<file path="src/rtl/tdre_pkg.sv">
// Shared types, codes and the backoff table of the TFTP data receive engine.
package tdre_pkg;

    localparam logic [1:0] FUNC_REQUEST = 2'd0;
    localparam logic [1:0] FUNC_PACKET  = 2'd1;
    localparam logic [1:0] FUNC_TICK    = 2'd2;
    localparam logic [1:0] FUNC_BEGIN   = 2'd3;

    localparam logic [1:0] KIND_ACK    = 2'd0;
    localparam logic [1:0] KIND_ACCEPT = 2'd1;
    localparam logic [1:0] KIND_FAIL   = 2'd2;
    localparam logic [1:0] KIND_NONE   = 2'd3;

    localparam logic [1:0] CFG_BLOCK_SIZE     = 2'd0;
    localparam logic [1:0] CFG_START_BLOCK    = 2'd1;
    localparam logic [1:0] CFG_START_POSITION = 2'd2;

    localparam logic [15:0] OPCODE_DATA  = 16'd3;
    localparam logic [15:0] HEADER_BYTES = 16'd4;
    localparam logic [12:0] MIN_BLOCK    = 13'd64;
    localparam logic [12:0] BLOCK_SIZE_RESET = 13'd512;
    localparam logic [7:0]  ELAPSED_MAX  = 8'd255;

    typedef struct packed {
        logic [1:0]  func;
        logic [15:0] packet_opcode;
        logic [15:0] packet_serial;
        logic [15:0] packet_length;
    } t_in_item;

    typedef struct packed {
        logic [1:0]  kind;
        logic [15:0] ack_number;
        logic [12:0] payload_bytes;
        logic [31:0] file_position;
        logic        end_of_file;
        logic        last;
    } t_out_item;

    // One classified event: one or two results ready to send.
    typedef struct packed {
        logic      two;
        t_out_item first;
        t_out_item second;
    } t_cmd;

    function automatic logic [7:0] backoff_limit(input logic [4:0] idx);
        logic [7:0] v;
        case (idx)
            5'd0:  v = 8'd2;
            5'd1:  v = 8'd2;
            5'd2:  v = 8'd3;
            5'd3:  v = 8'd3;
            5'd4:  v = 8'd4;
            5'd5:  v = 8'd5;
            5'd6:  v = 8'd6;
            5'd7:  v = 8'd7;
            5'd8:  v = 8'd9;
            5'd9:  v = 8'd10;
            5'd10: v = 8'd12;
            5'd11: v = 8'd15;
            5'd12: v = 8'd18;
            5'd13: v = 8'd21;
            5'd14: v = 8'd26;
            5'd15: v = 8'd31;
            5'd16: v = 8'd37;
            5'd17: v = 8'd44;
            5'd18: v = 8'd53;
            5'd19: v = 8'd64;
            5'd20: v = 8'd77;
            5'd21: v = 8'd92;
            5'd22: v = 8'd110;
            5'd23: v = 8'd132;
            5'd24: v = 8'd159;
            5'd25: v = 8'd191;
            5'd26: v = 8'd229;
            5'd27: v = 8'd255;
            5'd28: v = 8'd255;
            5'd29: v = 8'd255;
            5'd30: v = 8'd255;
            default: v = 8'd0;
        endcase
        return v;
    endfunction

endpackage

</file>
<file path="src/rtl/tdre_front.sv">
// Front end: configuration registers, transfer state and event classification.
module tdre_front
    import tdre_pkg::*;
#(
    parameter int MAX_BLOCK_SIZE = 4096
) (
    input  logic        i_clk,
    input  logic        i_rst_n,
    input  logic        i_cfg_wr_en,
    input  logic [1:0]  i_cfg_idx,
    input  logic [31:0] i_cfg_data,
    input  logic        i_accept,
    input  t_in_item    i_item,
    output logic        o_cmd_push,
    output t_cmd        o_cmd
);

    localparam logic [16:0] MaxBlk = 17'(MAX_BLOCK_SIZE);

    logic [12:0] r_block_size;
    logic [15:0] r_start_block;
    logic [31:0] r_start_pos;

    logic [15:0] r_last_block, n_last_block;
    logic [31:0] r_position, n_position;
    logic        r_waiting, n_waiting;
    logic        r_finished, n_finished;
    logic [4:0]  r_backoff_idx, n_backoff_idx;
    logic [7:0]  r_elapsed, n_elapsed;

    logic [16:0] eff_bs;
    logic [17:0] len_limit;
    logic [15:0] len_cut;
    logic [15:0] payload;
    logic [31:0] new_pos;
    logic        eof;
    logic [7:0]  tick_count;
    logic [4:0]  next_idx;
    logic        pkt_ok;
    t_out_item   res_none;
    t_out_item   res_ack_last;
    t_cmd        cmd;

    always_ff @(posedge i_clk) begin
        if (!i_rst_n) begin
            r_block_size <= BLOCK_SIZE_RESET;
            r_start_block <= '0;
            r_start_pos <= '0;
        end else if (i_cfg_wr_en) begin
            case (i_cfg_idx)
                CFG_BLOCK_SIZE:     r_block_size <= i_cfg_data[12:0];
                CFG_START_BLOCK:    r_start_block <= i_cfg_data[15:0];
                CFG_START_POSITION: r_start_pos <= i_cfg_data;
                default: ;
            endcase
        end
    end

    always_comb begin
        // clamp the block size to the supported range
        if (r_block_size < MIN_BLOCK) begin
            eff_bs = {4'd0, MIN_BLOCK};
        end else if ({4'd0, r_block_size} > MaxBlk) begin
            eff_bs = MaxBlk;
        end else begin
            eff_bs = {4'd0, r_block_size};
        end
        len_limit = {1'b0, eff_bs} + 18'(HEADER_BYTES);
        if ({2'd0, i_item.packet_length} > len_limit) begin
            len_cut = len_limit[15:0];
        end else begin
            len_cut = i_item.packet_length;
        end
        payload = len_cut - HEADER_BYTES;
        new_pos = r_position + {16'd0, payload};
        eof = {1'b0, payload} < eff_bs;
        tick_count = (r_elapsed < ELAPSED_MAX) ? r_elapsed + 8'd1 : ELAPSED_MAX;
        next_idx = r_backoff_idx + 5'd1;
        pkt_ok = r_waiting && (i_item.packet_length >= HEADER_BYTES)
                 && (i_item.packet_opcode == OPCODE_DATA);
    end

    always_comb begin
        res_none = '{kind: KIND_NONE, ack_number: 16'd0, payload_bytes: 13'd0,
                     file_position: 32'd0, end_of_file: 1'b0, last: 1'b1};
        res_ack_last = res_none;
        res_ack_last.kind = KIND_ACK;
        res_ack_last.ack_number = r_last_block;

        n_last_block = r_last_block;
        n_position = r_position;
        n_waiting = r_waiting;
        n_finished = r_finished;
        n_backoff_idx = r_backoff_idx;
        n_elapsed = r_elapsed;
        cmd.two = 1'b0;
        cmd.first = res_none;
        cmd.second = res_none;

        case (i_item.func)
            FUNC_BEGIN: begin
                n_last_block = r_start_block;
                n_position = r_start_pos;
                n_waiting = 1'b0;
                n_finished = 1'b0;
                n_backoff_idx = '0;
                n_elapsed = '0;
            end
            FUNC_REQUEST: begin
                if (!r_finished) begin
                    n_waiting = 1'b1;
                    n_backoff_idx = '0;
                    n_elapsed = '0;
                    cmd.first = res_ack_last;
                end
            end
            FUNC_TICK: begin
                if (r_waiting) begin
                    n_elapsed = tick_count;
                    if (tick_count >= backoff_limit(r_backoff_idx)) begin
                        n_elapsed = '0;
                        n_backoff_idx = next_idx;
                        if (backoff_limit(next_idx) == 8'd0) begin
                            n_waiting = 1'b0;
                            cmd.first.kind = KIND_FAIL;
                        end else begin
                            cmd.first = res_ack_last;
                        end
                    end
                end
            end
            default: begin
                if (pkt_ok) begin
                    if (i_item.packet_serial != r_last_block + 16'd1) begin
                        cmd.first = res_ack_last;
                    end else begin
                        n_last_block = i_item.packet_serial;
                        n_position = new_pos;
                        n_waiting = 1'b0;
                        cmd.second.kind = KIND_ACCEPT;
                        cmd.second.payload_bytes = payload[12:0];
                        cmd.second.file_position = new_pos;
                        cmd.second.end_of_file = eof;
                        if (eof) begin
                            // short block: ACK it first, then report it
                            n_finished = 1'b1;
                            cmd.two = 1'b1;
                            cmd.first.kind = KIND_ACK;
                            cmd.first.ack_number = i_item.packet_serial;
                            cmd.first.last = 1'b0;
                        end else begin
                            cmd.first = cmd.second;
                        end
                    end
                end
            end
        endcase
    end

    always_ff @(posedge i_clk) begin
        if (!i_rst_n) begin
            r_last_block <= '0;
            r_position <= '0;
            r_waiting <= 1'b0;
            r_finished <= 1'b0;
            r_backoff_idx <= '0;
            r_elapsed <= '0;
        end else if (i_accept) begin
            r_last_block <= n_last_block;
            r_position <= n_position;
            r_waiting <= n_waiting;
            r_finished <= n_finished;
            r_backoff_idx <= n_backoff_idx;
            r_elapsed <= n_elapsed;
        end
    end

    assign o_cmd_push = i_accept;
    assign o_cmd = cmd;

endmodule

</file>
<file path="src/rtl/tdre_queue.sv">
// Short command queue between the front end and the back end.
module tdre_queue
    import tdre_pkg::*;
#(
    parameter int DEPTH = 4
) (
    input  logic i_clk,
    input  logic i_rst_n,
    input  logic i_push,
    input  t_cmd i_data,
    output logic o_full,
    input  logic i_pop,
    output logic o_valid,
    output t_cmd o_data
);

    localparam int PtrW = (DEPTH > 1) ? $clog2(DEPTH) : 1;
    localparam int CntW = $clog2(DEPTH + 1);
    localparam logic [PtrW-1:0] LastPtr = PtrW'(DEPTH - 1);
    localparam logic [CntW-1:0] FullCnt = CntW'(DEPTH);

    t_cmd            r_mem [DEPTH];
    logic [PtrW-1:0] r_wr_ptr;
    logic [PtrW-1:0] r_rd_ptr;
    logic [CntW-1:0] r_count;
    logic            do_push;
    logic            do_pop;

    assign o_full = (r_count == FullCnt);
    assign o_valid = (r_count != '0);
    assign o_data = r_mem[r_rd_ptr];
    assign do_push = i_push && !o_full;
    assign do_pop = i_pop && o_valid;

    always_ff @(posedge i_clk) begin
        if (do_push) begin
            r_mem[r_wr_ptr] <= i_data;
        end
    end

    always_ff @(posedge i_clk) begin
        if (!i_rst_n) begin
            r_wr_ptr <= '0;
            r_rd_ptr <= '0;
            r_count <= '0;
        end else begin
            if (do_push) begin
                r_wr_ptr <= (r_wr_ptr == LastPtr) ? '0 : r_wr_ptr + 1'b1;
            end
            if (do_pop) begin
                r_rd_ptr <= (r_rd_ptr == LastPtr) ? '0 : r_rd_ptr + 1'b1;
            end
            if (do_push && !do_pop) begin
                r_count <= r_count + 1'b1;
            end else if (do_pop && !do_push) begin
                r_count <= r_count - 1'b1;
            end
        end
    end

endmodule

</file>
<file path="src/rtl/tdre_back.sv">
// Back end: expands queued commands into result transactions through an output register.
module tdre_back
    import tdre_pkg::*;
(
    input  logic      i_clk,
    input  logic      i_rst_n,
    input  logic      i_cmd_valid,
    input  t_cmd      i_cmd,
    output logic      o_cmd_pop,
    output logic      o_valid,
    output t_out_item o_item,
    input  logic      i_pop
);

    logic      r_valid;
    t_out_item r_item;
    logic      r_second;
    logic      load;

    assign load = !r_valid || i_pop;
    assign o_cmd_pop = load && i_cmd_valid && (r_second || !i_cmd.two);
    assign o_valid = r_valid;
    assign o_item = r_item;

    always_ff @(posedge i_clk) begin
        if (load && i_cmd_valid) begin
            r_item <= r_second ? i_cmd.second : i_cmd.first;
        end
    end

    always_ff @(posedge i_clk) begin
        if (!i_rst_n) begin
            r_valid <= 1'b0;
            r_second <= 1'b0;
        end else if (load) begin
            r_valid <= i_cmd_valid;
            if (i_cmd_valid) begin
                // hold the command at the queue head until its second result goes out
                r_second <= !r_second && i_cmd.two;
            end
        end
    end

endmodule

</file>
<file path="src/rtl/tftp_data_receive_engine_unit.sv">
// Top level of the TFTP data receive engine.
//
// Input channel: push/full. An event transaction (request, packet, tick, begin)
// is taken at a clock edge with push high and full low; one event per cycle.
// Result channel: empty/pop. The oldest result sits on o_out_item while empty is
// low and leaves at an edge with pop high. Each event gives one or two results;
// the final one carries last.
// Configuration: cfg_wr_en, cfg_idx, cfg_data; write only while the engine is idle.
// An event's command is written into the queue and then loaded into the output
// register, which drives the ports. Throughput: one event per cycle into the front
// end while full is low, one result per cycle out of the back end while pop is
// high, set by the single output register; a short-block event holds it for both its results.
// A command queue of QUEUE_DEPTH entries sits between the two; full rises when
// it fills, so a stalled receiver backs up into the input after QUEUE_DEPTH + 1
// events (QUEUE_DEPTH when a short-block event heads the queue).
// Reset (synchronous, active low) empties the queue and output register, loads the
// default block size of 512 and clears the transfer state.
module tftp_data_receive_engine_unit
    import tdre_pkg::*;
#(
    parameter int MAX_BLOCK_SIZE = 4096,
    parameter int QUEUE_DEPTH = 4
) (
    input  logic        i_clk,
    input  logic        i_rst_n,
    input  logic        i_cfg_wr_en,
    input  logic [1:0]  i_cfg_idx,
    input  logic [31:0] i_cfg_data,
    input  logic        push,
    output logic        full,
    input  t_in_item    i_in_item,
    output logic        empty,
    input  logic        pop,
    output t_out_item   o_out_item
);

    logic accept;
    logic cmd_push;
    t_cmd cmd_in;
    logic cmd_valid;
    t_cmd cmd_head;
    logic cmd_pop;
    logic out_valid;

    assign accept = push && !full;
    assign empty = !out_valid;

    tdre_front #(
        .MAX_BLOCK_SIZE(MAX_BLOCK_SIZE)
    ) u_front (
        .i_clk(i_clk),
        .i_rst_n(i_rst_n),
        .i_cfg_wr_en(i_cfg_wr_en),
        .i_cfg_idx(i_cfg_idx),
        .i_cfg_data(i_cfg_data),
        .i_accept(accept),
        .i_item(i_in_item),
        .o_cmd_push(cmd_push),
        .o_cmd(cmd_in)
    );

    tdre_queue #(
        .DEPTH(QUEUE_DEPTH)
    ) u_queue (
        .i_clk(i_clk),
        .i_rst_n(i_rst_n),
        .i_push(cmd_push),
        .i_data(cmd_in),
        .o_full(full),
        .i_pop(cmd_pop),
        .o_valid(cmd_valid),
        .o_data(cmd_head)
    );

    tdre_back u_back (
        .i_clk(i_clk),
        .i_rst_n(i_rst_n),
        .i_cmd_valid(cmd_valid),
        .i_cmd(cmd_head),
        .o_cmd_pop(cmd_pop),
        .o_valid(out_valid),
        .o_item(o_out_item),
        .i_pop(pop)
    );

    a_none_is_last: assert property (@(posedge i_clk) disable iff (!i_rst_n)
        (!empty && o_out_item.kind == KIND_NONE) |-> o_out_item.last)
        else $error("none result without last");

    a_accept_is_last: assert property (@(posedge i_clk) disable iff (!i_rst_n)
        (!empty && o_out_item.kind == KIND_ACCEPT) |-> o_out_item.last)
        else $error("accepted block not final result");

    a_fail_clean: assert property (@(posedge i_clk) disable iff (!i_rst_n)
        (!empty && o_out_item.kind == KIND_FAIL)
            |-> (o_out_item.last && o_out_item.ack_number == 16'd0))
        else $error("bad failure result");

    a_reset_empty: assert property (@(posedge i_clk)
        $past(!i_rst_n) |-> (empty && !cmd_valid))
        else $error("results present after reset");

endmodule
</file>
<file path="config.mk">
export PLATFORM = sky130hd
export DESIGN_NAME = tftp_data_receive_engine_unit
export DESIGN_NICKNAME = d
export VERILOG_FILES = /design/src/rtl/tdre_pkg.sv /design/src/rtl/tdre_front.sv /design/src/rtl/tdre_queue.sv /design/src/rtl/tdre_back.sv /design/src/rtl/tftp_data_receive_engine_unit.sv
export SDC_FILE = /design/constraint.sdc
export NUM_CORES = 1
export LEC_CHECK = 0
export BUFFER_PORTS_ARGS = -buffer_cell sky130_fd_sc_hd__buf_4
export CELL_PAD_IN_SITES_DETAIL_PLACEMENT = 0
export CELL_PAD_IN_SITES_GLOBAL_PLACEMENT = 1
export CORE_ASPECT_RATIO = 0.9
export CORE_UTILIZATION = 54
export CTS_BUF_LIST = sky130_fd_sc_hd__clkbuf_4 sky130_fd_sc_hd__clkbuf_8
export DETAILED_ROUTE_END_ITERATION = 10
export PLACE_DENSITY_LB_ADDON = 0.1
export SYNTH_ARGS = -nofsm -noshare
export SYNTH_HDL_FRONTEND = slang
export SYNTH_HIERARCHICAL = 1
export SYNTH_SLANG_ARGS = --single-unit
export TNS_END_PERCENT = 5
</file>
<file path="constraint.sdc">
create_clock -name i_clk -period 8.8 [get_ports i_clk]
set_input_delay 0.44 -clock i_clk [delete_from_list [all_inputs] [get_ports i_clk]]
set_output_delay 0.44 -clock i_clk [all_outputs]
set_load 0.03 [all_outputs]
</file>
=== Word level (Yosys, flattened, before mapping) ===
Memories as Yosys holds them, arrays and structs flattened. A register that Yosys moved wholly into a read port is not among the register bits.
Index checks and enable logic that the tools add are counted.

* Reduce and logical (&&, ||, !) cells: 38
* Mux-type cells: 64
* $lt $le $gt $ge: 7
* Bitwise logic cells: 1
* Equal/unequal tests: 14
* $add $sub $neg: 10

{| class="wikitable"
|+ Operators by type and width
! cell !! count
|-
| two-way mux 65 bit || 4
|-
| case mux 65 bit (3 select lines) || 1
|-
| two-way mux 46 bit || 4
|-
| two-way mux 8 bit || 9
|-
| two-way mux 68 bit || 1
|-
| two-way mux 32 bit || 2
|-
| two-way mux 64 bit || 1
|-
| case mux 32 bit (2 select lines) || 1
|-
| two-way mux 63 bit || 1
|-
| two-way mux 16 bit || 3
|-
| two-way mux 17 bit || 2
|-
| adder 32 x 16 -> 32 bit || 1
|-
| case mux 16 bit (2 select lines) || 1
|-
| two-way mux 5 bit || 5
|-
| case mux 8 bit (3 select lines) || 1
|-
| adder 17 x 3 -> 18 bit, second input constant || 1
|-
| > comparator 16 x 18 -> 1 bit || 1
|-
| < comparator 16 x 17 -> 1 bit || 1
|-
| adder 16 x 1 -> 16 bit, second input constant || 1
|-
| == test 16 x 2 -> 1 bit, second input constant || 1
|-
| greater-or-equal comparator 16 x 3 -> 1 bit, second input constant || 1
|-
| != test 16 bit || 1
|-
| subtractor 16 x 3 -> 16 bit, second input constant || 1
|-
| two-way mux 1 bit || 15
|-
| 35 further kinds || 74
|}

* ROM bits: 512
* RAM bits: 456
* Register bits: 198
* Logic and storage cells: 157
* Bits of input ports: 89
* Output and inout bits: 67
* Memories: 3

{| class="wikitable"
|+ Memories
! memory !! words !! width !! read ports !! clocked after memory_dff !! write ports !! RTL line !! text
|-
| u_queue.r_mem || 4 || 114 || 1 || 1 || 1 || tdre_queue.sv:22 || <nowiki>t_cmd r_mem [DEPTH];</nowiki>
|-
| (no name shown) || 32 || 8 || 1 || 1 || 0 || tdre_pkg.sv:49 || <nowiki>case (idx)</nowiki>
|-
| (no name shown) || 32 || 8 || 1 || 0 || 0 || tdre_pkg.sv:49 ||
|}

=== Depth between registers and ports, before layout ===
* Depth after elaboration: 12
* Mapped depth: 37
* Mapped depth without buffers: 33

=== Cells and area by module ===
The synthesis kept the hierarchy.

{| class="wikitable"
|+ Modules (own cells, without submodules)
! module !! area an instance (um^2) !! sequential area each (um^2) !! cells an instance !! instances
|-
| tdre_queue || 19422.4 || 15915.3 || 736 || 1
|-
| tdre_front || 10364.9 || 2642.5 || 1408 || 1
|-
| tdre_back || 2941.6 || 1991.9 || 149 || 1
|-
| tftp_data_receive_engine_unit || 17.5 || 0.0 || 2 || 1
|}

=== Least setup slack after synthesis ===
OpenSTA, ideal clock, no wires.

* Kind: register to register
* From: register u_front.r_block_size[6]
* To: register u_front.r_position[27]
* Required time: 8683 ps
* Stages on the path, launching flop included: 35
* Setup time: 117 ps
* Arrival time: 7078 ps
* Slack: 1605 ps
* Path buffers: 4
* Clock period less this slack: 7195 ps
* Cell sequence: dfxtp_1 clkbuf_1 nor2_1 a31oi_1 nand2_1 inv_1 ha_1 clkbuf_1 nand2_1 xor2_1 or2_2 ha_1 nand4_1 nor2_1 a211o_1 o21ai_0 a21oi_2 clkbuf_1 a21oi_1 inv_1 ha_1 nand2_1 or3_1 xor2_1 nor2_1 a21oi_1 inv_1 ha_1 o21ai_0 o41ai_1 o221a_2 clkbuf_1 nand3_1 a211o_1 a32o_1

* Longest elaborated chain between the ends: 11

{| class="wikitable"
|+ Ends and longest elaborated chain
! what !! RTL line !! text
|-
| start, declared || tdre_front.sv:20 || <nowiki>logic [12:0] r_block_size;</nowiki>
|-
| start signal, assigned || tdre_front.sv:51 || <nowiki>CFG_BLOCK_SIZE: r_block_size <= i_cfg_data[12:0];</nowiki>
|-
| > comparator 13 bit || tdre_front.sv:63 || <nowiki>end else if ({4'd0, r_block_size} > MaxBlk) begin</nowiki>
|-
| two-way mux 13 bit || tdre_front.sv:63 ||
|-
| two-way mux 17 bit (*) || tdre_front.sv:61 || <nowiki>if (r_block_size < MIN_BLOCK) begin</nowiki>
|-
| adder 17 x 3 -> 18 bit (*) || tdre_front.sv:68 || <nowiki>len_limit = {1'b0, eff_bs} + 18'(HEADER_BYTES);</nowiki>
|-
| > comparator 16 x 18 -> 1 bit || tdre_front.sv:69 || <nowiki>if ({2'd0, i_item.packet_length} > len_limit) begin</nowiki>
|-
| two-way mux 16 bit (*) || tdre_front.sv:69 ||
|-
| subtractor 16 x 3 -> 16 bit (*) || tdre_front.sv:74 || <nowiki>payload = len_cut - HEADER_BYTES;</nowiki>
|-
| adder 32 x 16 -> 32 bit (*) || tdre_front.sv:75 || <nowiki>new_pos = r_position + {16'd0, payload};</nowiki>
|-
| two-way mux 32 bit (*) || tdre_front.sv:134 || <nowiki>if (i_item.packet_serial != r_last_block + 16'd1) begin</nowiki>
|-
| two-way mux 32 bit (*) || tdre_front.sv:133 || <nowiki>if (pkt_ok) begin</nowiki>
|-
| case mux 32 bit (2 select lines) (*) || tdre_front.sv:100 || <nowiki>case (i_item.func)</nowiki>
|-
| end signal, assigned || tdre_front.sv:170 || <nowiki>r_position <= n_position;</nowiki>
|-
| end, declared || tdre_front.sv:25 || <nowiki>logic [31:0] r_position, n_position;</nowiki>
|}

Mark *: on every way between the ends. The rest lies on a longest branch, timed or not. The select of a mux whose other input is x is not followed.
A chain may end at the register's enable or synchronous reset.

=== Worst setup path in the final report ===
* From: register u_front.r_block_size[8]
* To: memory u_queue/r_mem[0][91] in the netlist's numbering, data pin

* Longest elaborated chain between the ends: 12

{| class="wikitable"
|+ Ends and longest elaborated chain
! what !! RTL line !! text
|-
| > comparator 13 bit || tdre_front.sv:63 ||
|-
| two-way mux 13 bit || tdre_front.sv:63 ||
|-
| two-way mux 17 bit (*) || tdre_front.sv:61 ||
|-
| adder 17 x 3 -> 18 bit || tdre_front.sv:68 ||
|-
| > comparator 16 x 18 -> 1 bit || tdre_front.sv:69 ||
|-
| two-way mux 16 bit || tdre_front.sv:69 ||
|-
| subtractor 16 x 3 -> 16 bit || tdre_front.sv:74 ||
|-
| < comparator 16 x 17 -> 1 bit || tdre_front.sv:76 || <nowiki>eof = {1'b0, payload} < eff_bs;</nowiki>
|-
| two-way mux 46 bit (*) || tdre_front.sv:144 || <nowiki>if (eof) begin</nowiki>
|-
| two-way mux 64 bit (*) || tdre_front.sv:134 ||
|-
| two-way mux 68 bit (*) || tdre_front.sv:133 ||
|-
| case mux 65 bit (3 select lines) (*) || tdre_front.sv:100 ||
|-
| end, declared || tdre_queue.sv:22 ||
|}

Mark *: on every way between the ends. The rest lies on a longest branch, timed or not.

==> run metrics <==
Starting Density 0.547; Global Route Usage Sum 0.253; cell at the root of the clock tree sky130_fd_sc_hd__clkbuf_8; aggregate global routing overflow 0; ratio of cells with drive above 1 in the final layout 0.238; adder and majority gate portion of the synthesized area 0.0317; buffers from clock root to sink, at most 3; global-route wire length before repair about 120,000 µm; chip height between 200 and 250 µm; fraction of registers with async set or reset after synthesis 0; number of global-route vias before repair 20.2k; largest net degree at the start of global routing just under 70; clock buffers created by TritonCTS around 110; Die Width 262 µm; worst endpoint data arrival time 8530 ps; total half-perimeter wirelength after legalization and detailed placement 49,000 µm; postcts setup bufs 0; post-route minimum period between 8000 and 9000 ps; average cell area after synthesis 14.3 µm²; Routed Antenna Nets 0; Pwr per Cell Area roughly 270 nW/µm²; cell family contributing the most delay on the critical path compound AO/OA/AOI/OAI gates; unrepaired setup endpoints after global routing no; cell at the slowest stage of the critical path sky130_fd_sc_hd__nand2b_4; core box area around 60,000 µm²; crit path launch type register; routed length per instance 22.8 µm; number of H-tree levels 3; area added between synthesis and finish 12.9%; total I/O pin count around 160; ratio of final minimum period to clock period 0.923; max-slew violation total from the final report 0; depth of the worst register-to-register path 32; Die Outline Area between 60,000 and 70,000 µm²; Final Net Count ~2.7k; number of gates on the worst path with buffers counted 32; ys flop type sky130_fd_sc_hd__edfxtp_1; total routed wirelength 77,000 µm; DRC violation total after the first TritonRoute iteration between 1.5k and 2k; Max FO, Critical Path 45; drt pass-1 iters 5; area share of xor/xnor cells in the synthesized design 0.0198; post-synthesis sequential area ratio 0.628; Least-Margin Pin Slew approximately 1000 ps; critical path buffer and inverter count 3; Yosys warning count 6; nature of the critical path endpoint register; total number of placement rows 85; post-synthesis sequential element count roughly 730; Leak roughly 13 nW; clock tree from TritonCTS built; maximum frequency from static timing analysis roughly 120 MHz; pre-CTS setup slack about 540 ps; share of the synthesized area in compound gates (AO/OA/AOI/OAI) 0.0773; post-synthesis cell area roughly 33,000 µm²; clk_skew around 52 ps; count of different cell masters after synthesis between 80 and 90; clock tree sinks approximately 730; result of the run completed; post-synthesis instance total about 2.3k; # Max-Cap Violations 0; Max VDD drop between 150 and 200 µV; required time at the endpoint of the critical path ~9200 ps; kind of path behind the tightest hold check input pin to register; worst skew pair latency around 740 ps; simple-gate area share of the yosys netlist 0.0831; setup violation total in the final timing report 0; total negative slack 0 ps; detailed-route via count 20.3k; combinational family with the most area after synthesis multiplexers; Max stage delay on crit path about 600 ps; total of buffers placed on input and output ports ~160; Worst Path Class, Setup register to register; DRC viols 0; initial antenna violation count 4; number of cells traversed by the worst hold path 3; slew margin rel. 0.311; weighted congestion at the end of routability-driven global placement 0.898; cell mode on critical path sky130_fd_sc_hd__nor2_1; Via-to-Cell Ratio roughly 6; worst-case setup margin in the final layout around 680 ps; count of flip-flops with a built-in enable after synthesis between 500 and 600; share of cell area taken by muxes after synthesis 0.126; clock input transition at the sequential cells of the worst setup and hold paths 60 ps; final-report hold violation count 0
## where the power goes
part / internal (mW) / switching (mW) / leakage [nW]
Sequential: 4.42 / 0.192 / 6.84
Clock: 1.52 / 1.29 / 1.24
Combinational: 1.12 / 1.43 / 4.96
Total: 7.07 / 2.91 / 13.0
## cells in the mapped netlist (all sizes together) (6+ instances only)
cell type / number / share of area
dfxtp: 143 / 0.087
nor3: 27 / 0.0043
inv: 66 / 0.0076
o31ai: 15 / 0.0034
nor2b: 10 / 0.0021
a211o: 6 / 0.0016
o21ai: 37 / 0.0057
a211oi: 40 / 0.0092
clkbuf: 64 / 0.0073
and3: 19 / 0.0037
nand2b: 14 / 0.0029
buf: 80 / 0.019
ha: 79 / 0.030
a22o: 17 / 0.0045
a31o: 9 / 0.0024
nand3: 43 / 0.0066
a32o: 6 / 0.0018
o211ai: 7 / 0.0016
and4: 7 / 0.0019
nor4: 13 / 0.0025
xor2: 39 / 0.010
edfxtp: 589 / 0.54
a31oi: 19 / 0.0036
nor2: 172 / 0.020
and2: 12 / 0.0023
mux2: 67 / 0.026
nand2: 216 / 0.025
o221a: 6 / 0.0021
xnor2: 35 / 0.0094
mux2i: 32 / 0.0098
or3: 6 / 0.0011
a21oi: 135 / 0.021
nand4: 20 / 0.0043
a22oi: 9 / 0.0021
mux4: 131 / 0.090
a21o: 12 / 0.0028
## worst reg2reg max path, delay by kind of cell (launching register included)
| family | cells | cell delay, ps |
|---|---|---|
| muxes | 2 | 640 |
| DFF | 1 | 440 |
| buffers and inverters | 3 | 460 |
| AOI/OAI and AO/OA | 10 | 2660 |
| adders and majority gates | 4 | 1150 |
| xor gates and xnor gates | 2 | 300 |
| and+or+nand+nor | 11 | 2160 |
## worst paths after layout
check,from,end,slack [ps]
worst max-delay path,u_front/r_block_size[8]$_SDFFE_PN0P_,u_queue/r_mem[0][91]$_DFFE_PP_,680
worst min-delay path,i_in_item[26],u_front/r_last_block[10]$_SDFFE_PN0P_,100
worst max register to register,u_front/r_block_size[8]$_SDFFE_PN0P_,u_queue/r_mem[0][91]$_DFFE_PP_,680
worst min register to register,u_front/r_start_pos[23]$_SDFFE_PN0P_,u_front/r_start_pos[23]$_SDFFE_PN0P_,460
## cells by family after synthesis
| family | Yosys count |
|---|---|
| buffers and inverters | 212 |
| muxes | 230 |
| AOI/OAI and AO/OA | 377 |
| xor gates and xnor gates | 74 |
| adders and majority gates | 82 |
| and+or+nand+nor | 586 |
| DFF | 732 |
| other | 2 |
## metal layers
layer	wire length, µm	vias up	part of all wire	global-route usage
met2	36300	712	0.47	0.397
met4	1730	0	0.022	0.0770
met3	4800	99	0.062	0.0396
li1	-	9199	-	-
met5	0	-	0	0
met1	34200	10263	0.44	0.364
## layout by cell type (no fill, tap or decap), types with 38 or more instances in the layout
cell                       synthesis  final
sky130_fd_sc_hd__ha_1             79     78
sky130_fd_sc_hd__dfxtp_1         143    140
sky130_fd_sc_hd__nand3_1          43     43
sky130_fd_sc_hd__nor2_1          170    170
sky130_fd_sc_hd__mux2_2           38     38
sky130_fd_sc_hd__a211oi_1         40     40
sky130_fd_sc_hd__clkbuf_8          0    123
sky130_fd_sc_hd__nand2_1         216    216
sky130_fd_sc_hd__clkbuf_4          0     54
sky130_fd_sc_hd__edfxtp_1        589    589
sky130_fd_sc_hd__mux4_2          131    131
sky130_fd_sc_hd__xor2_1           39     39
sky130_fd_sc_hd__inv_1            66     64
sky130_fd_sc_hd__buf_4            27    181
sky130_fd_sc_hd__a21oi_1         134    134
## flip-flops by register name, indices dropped and copies added, names as in the netlist, 2 cells and up, named ones only
register,count
u_back/o_item,65
u_front/r_backoff_idx,5
u_front/r_block_size,13
u_front/r_elapsed,8
u_front/r_last_block,16
u_front/r_position,32
u_front/r_start_block,16
u_front/r_start_pos,32
u_queue/r_count,3
u_queue/r_mem,524
u_queue/r_rd_ptr,2
u_queue/r_wr_ptr,2
## area by class of cell
class,instances,area (µm²)
fillers,4522,22900
flip-flops and latches,732,20600
clock buffers,177,2100
clock inverters,29,186
repair buffers,214,1690
diodes,4,10.0
inverters,68,258
multi-input cells,1369,11200
well taps,783,980
## per-stage QoR
| step | util | std cells | hold WS, ps | area (µm²) | total power, mW |
|---|---|---|---|---|---|
| floorplan | - | 2313 | 433 | 32800 | 6.55 |
| global placement | 0.573 | 3133 | 444 | 34300 | 7.23 |
| detailed placement | 0.573 | 3133 | 448 | 34300 | 7.26 |
| CTS | 0.617 | 3372 | 35.7 | 37000 | 10.1 |
| global route | 0.617 | 3376 | 72.3 | 37000 | 10.4 |
| finish | 0.617 | 3376 | 103 | 37000 | 9.98 |
## what timing repair did
item | 4_1_cts | 5_1_grt
hold buffers | 33 | 0
endpoints found under the hold margin | 59 | 0
setup endpoints to repair | 0 | 248
resized for setup | 0 | 1
(Power assumes the default switching activity.)
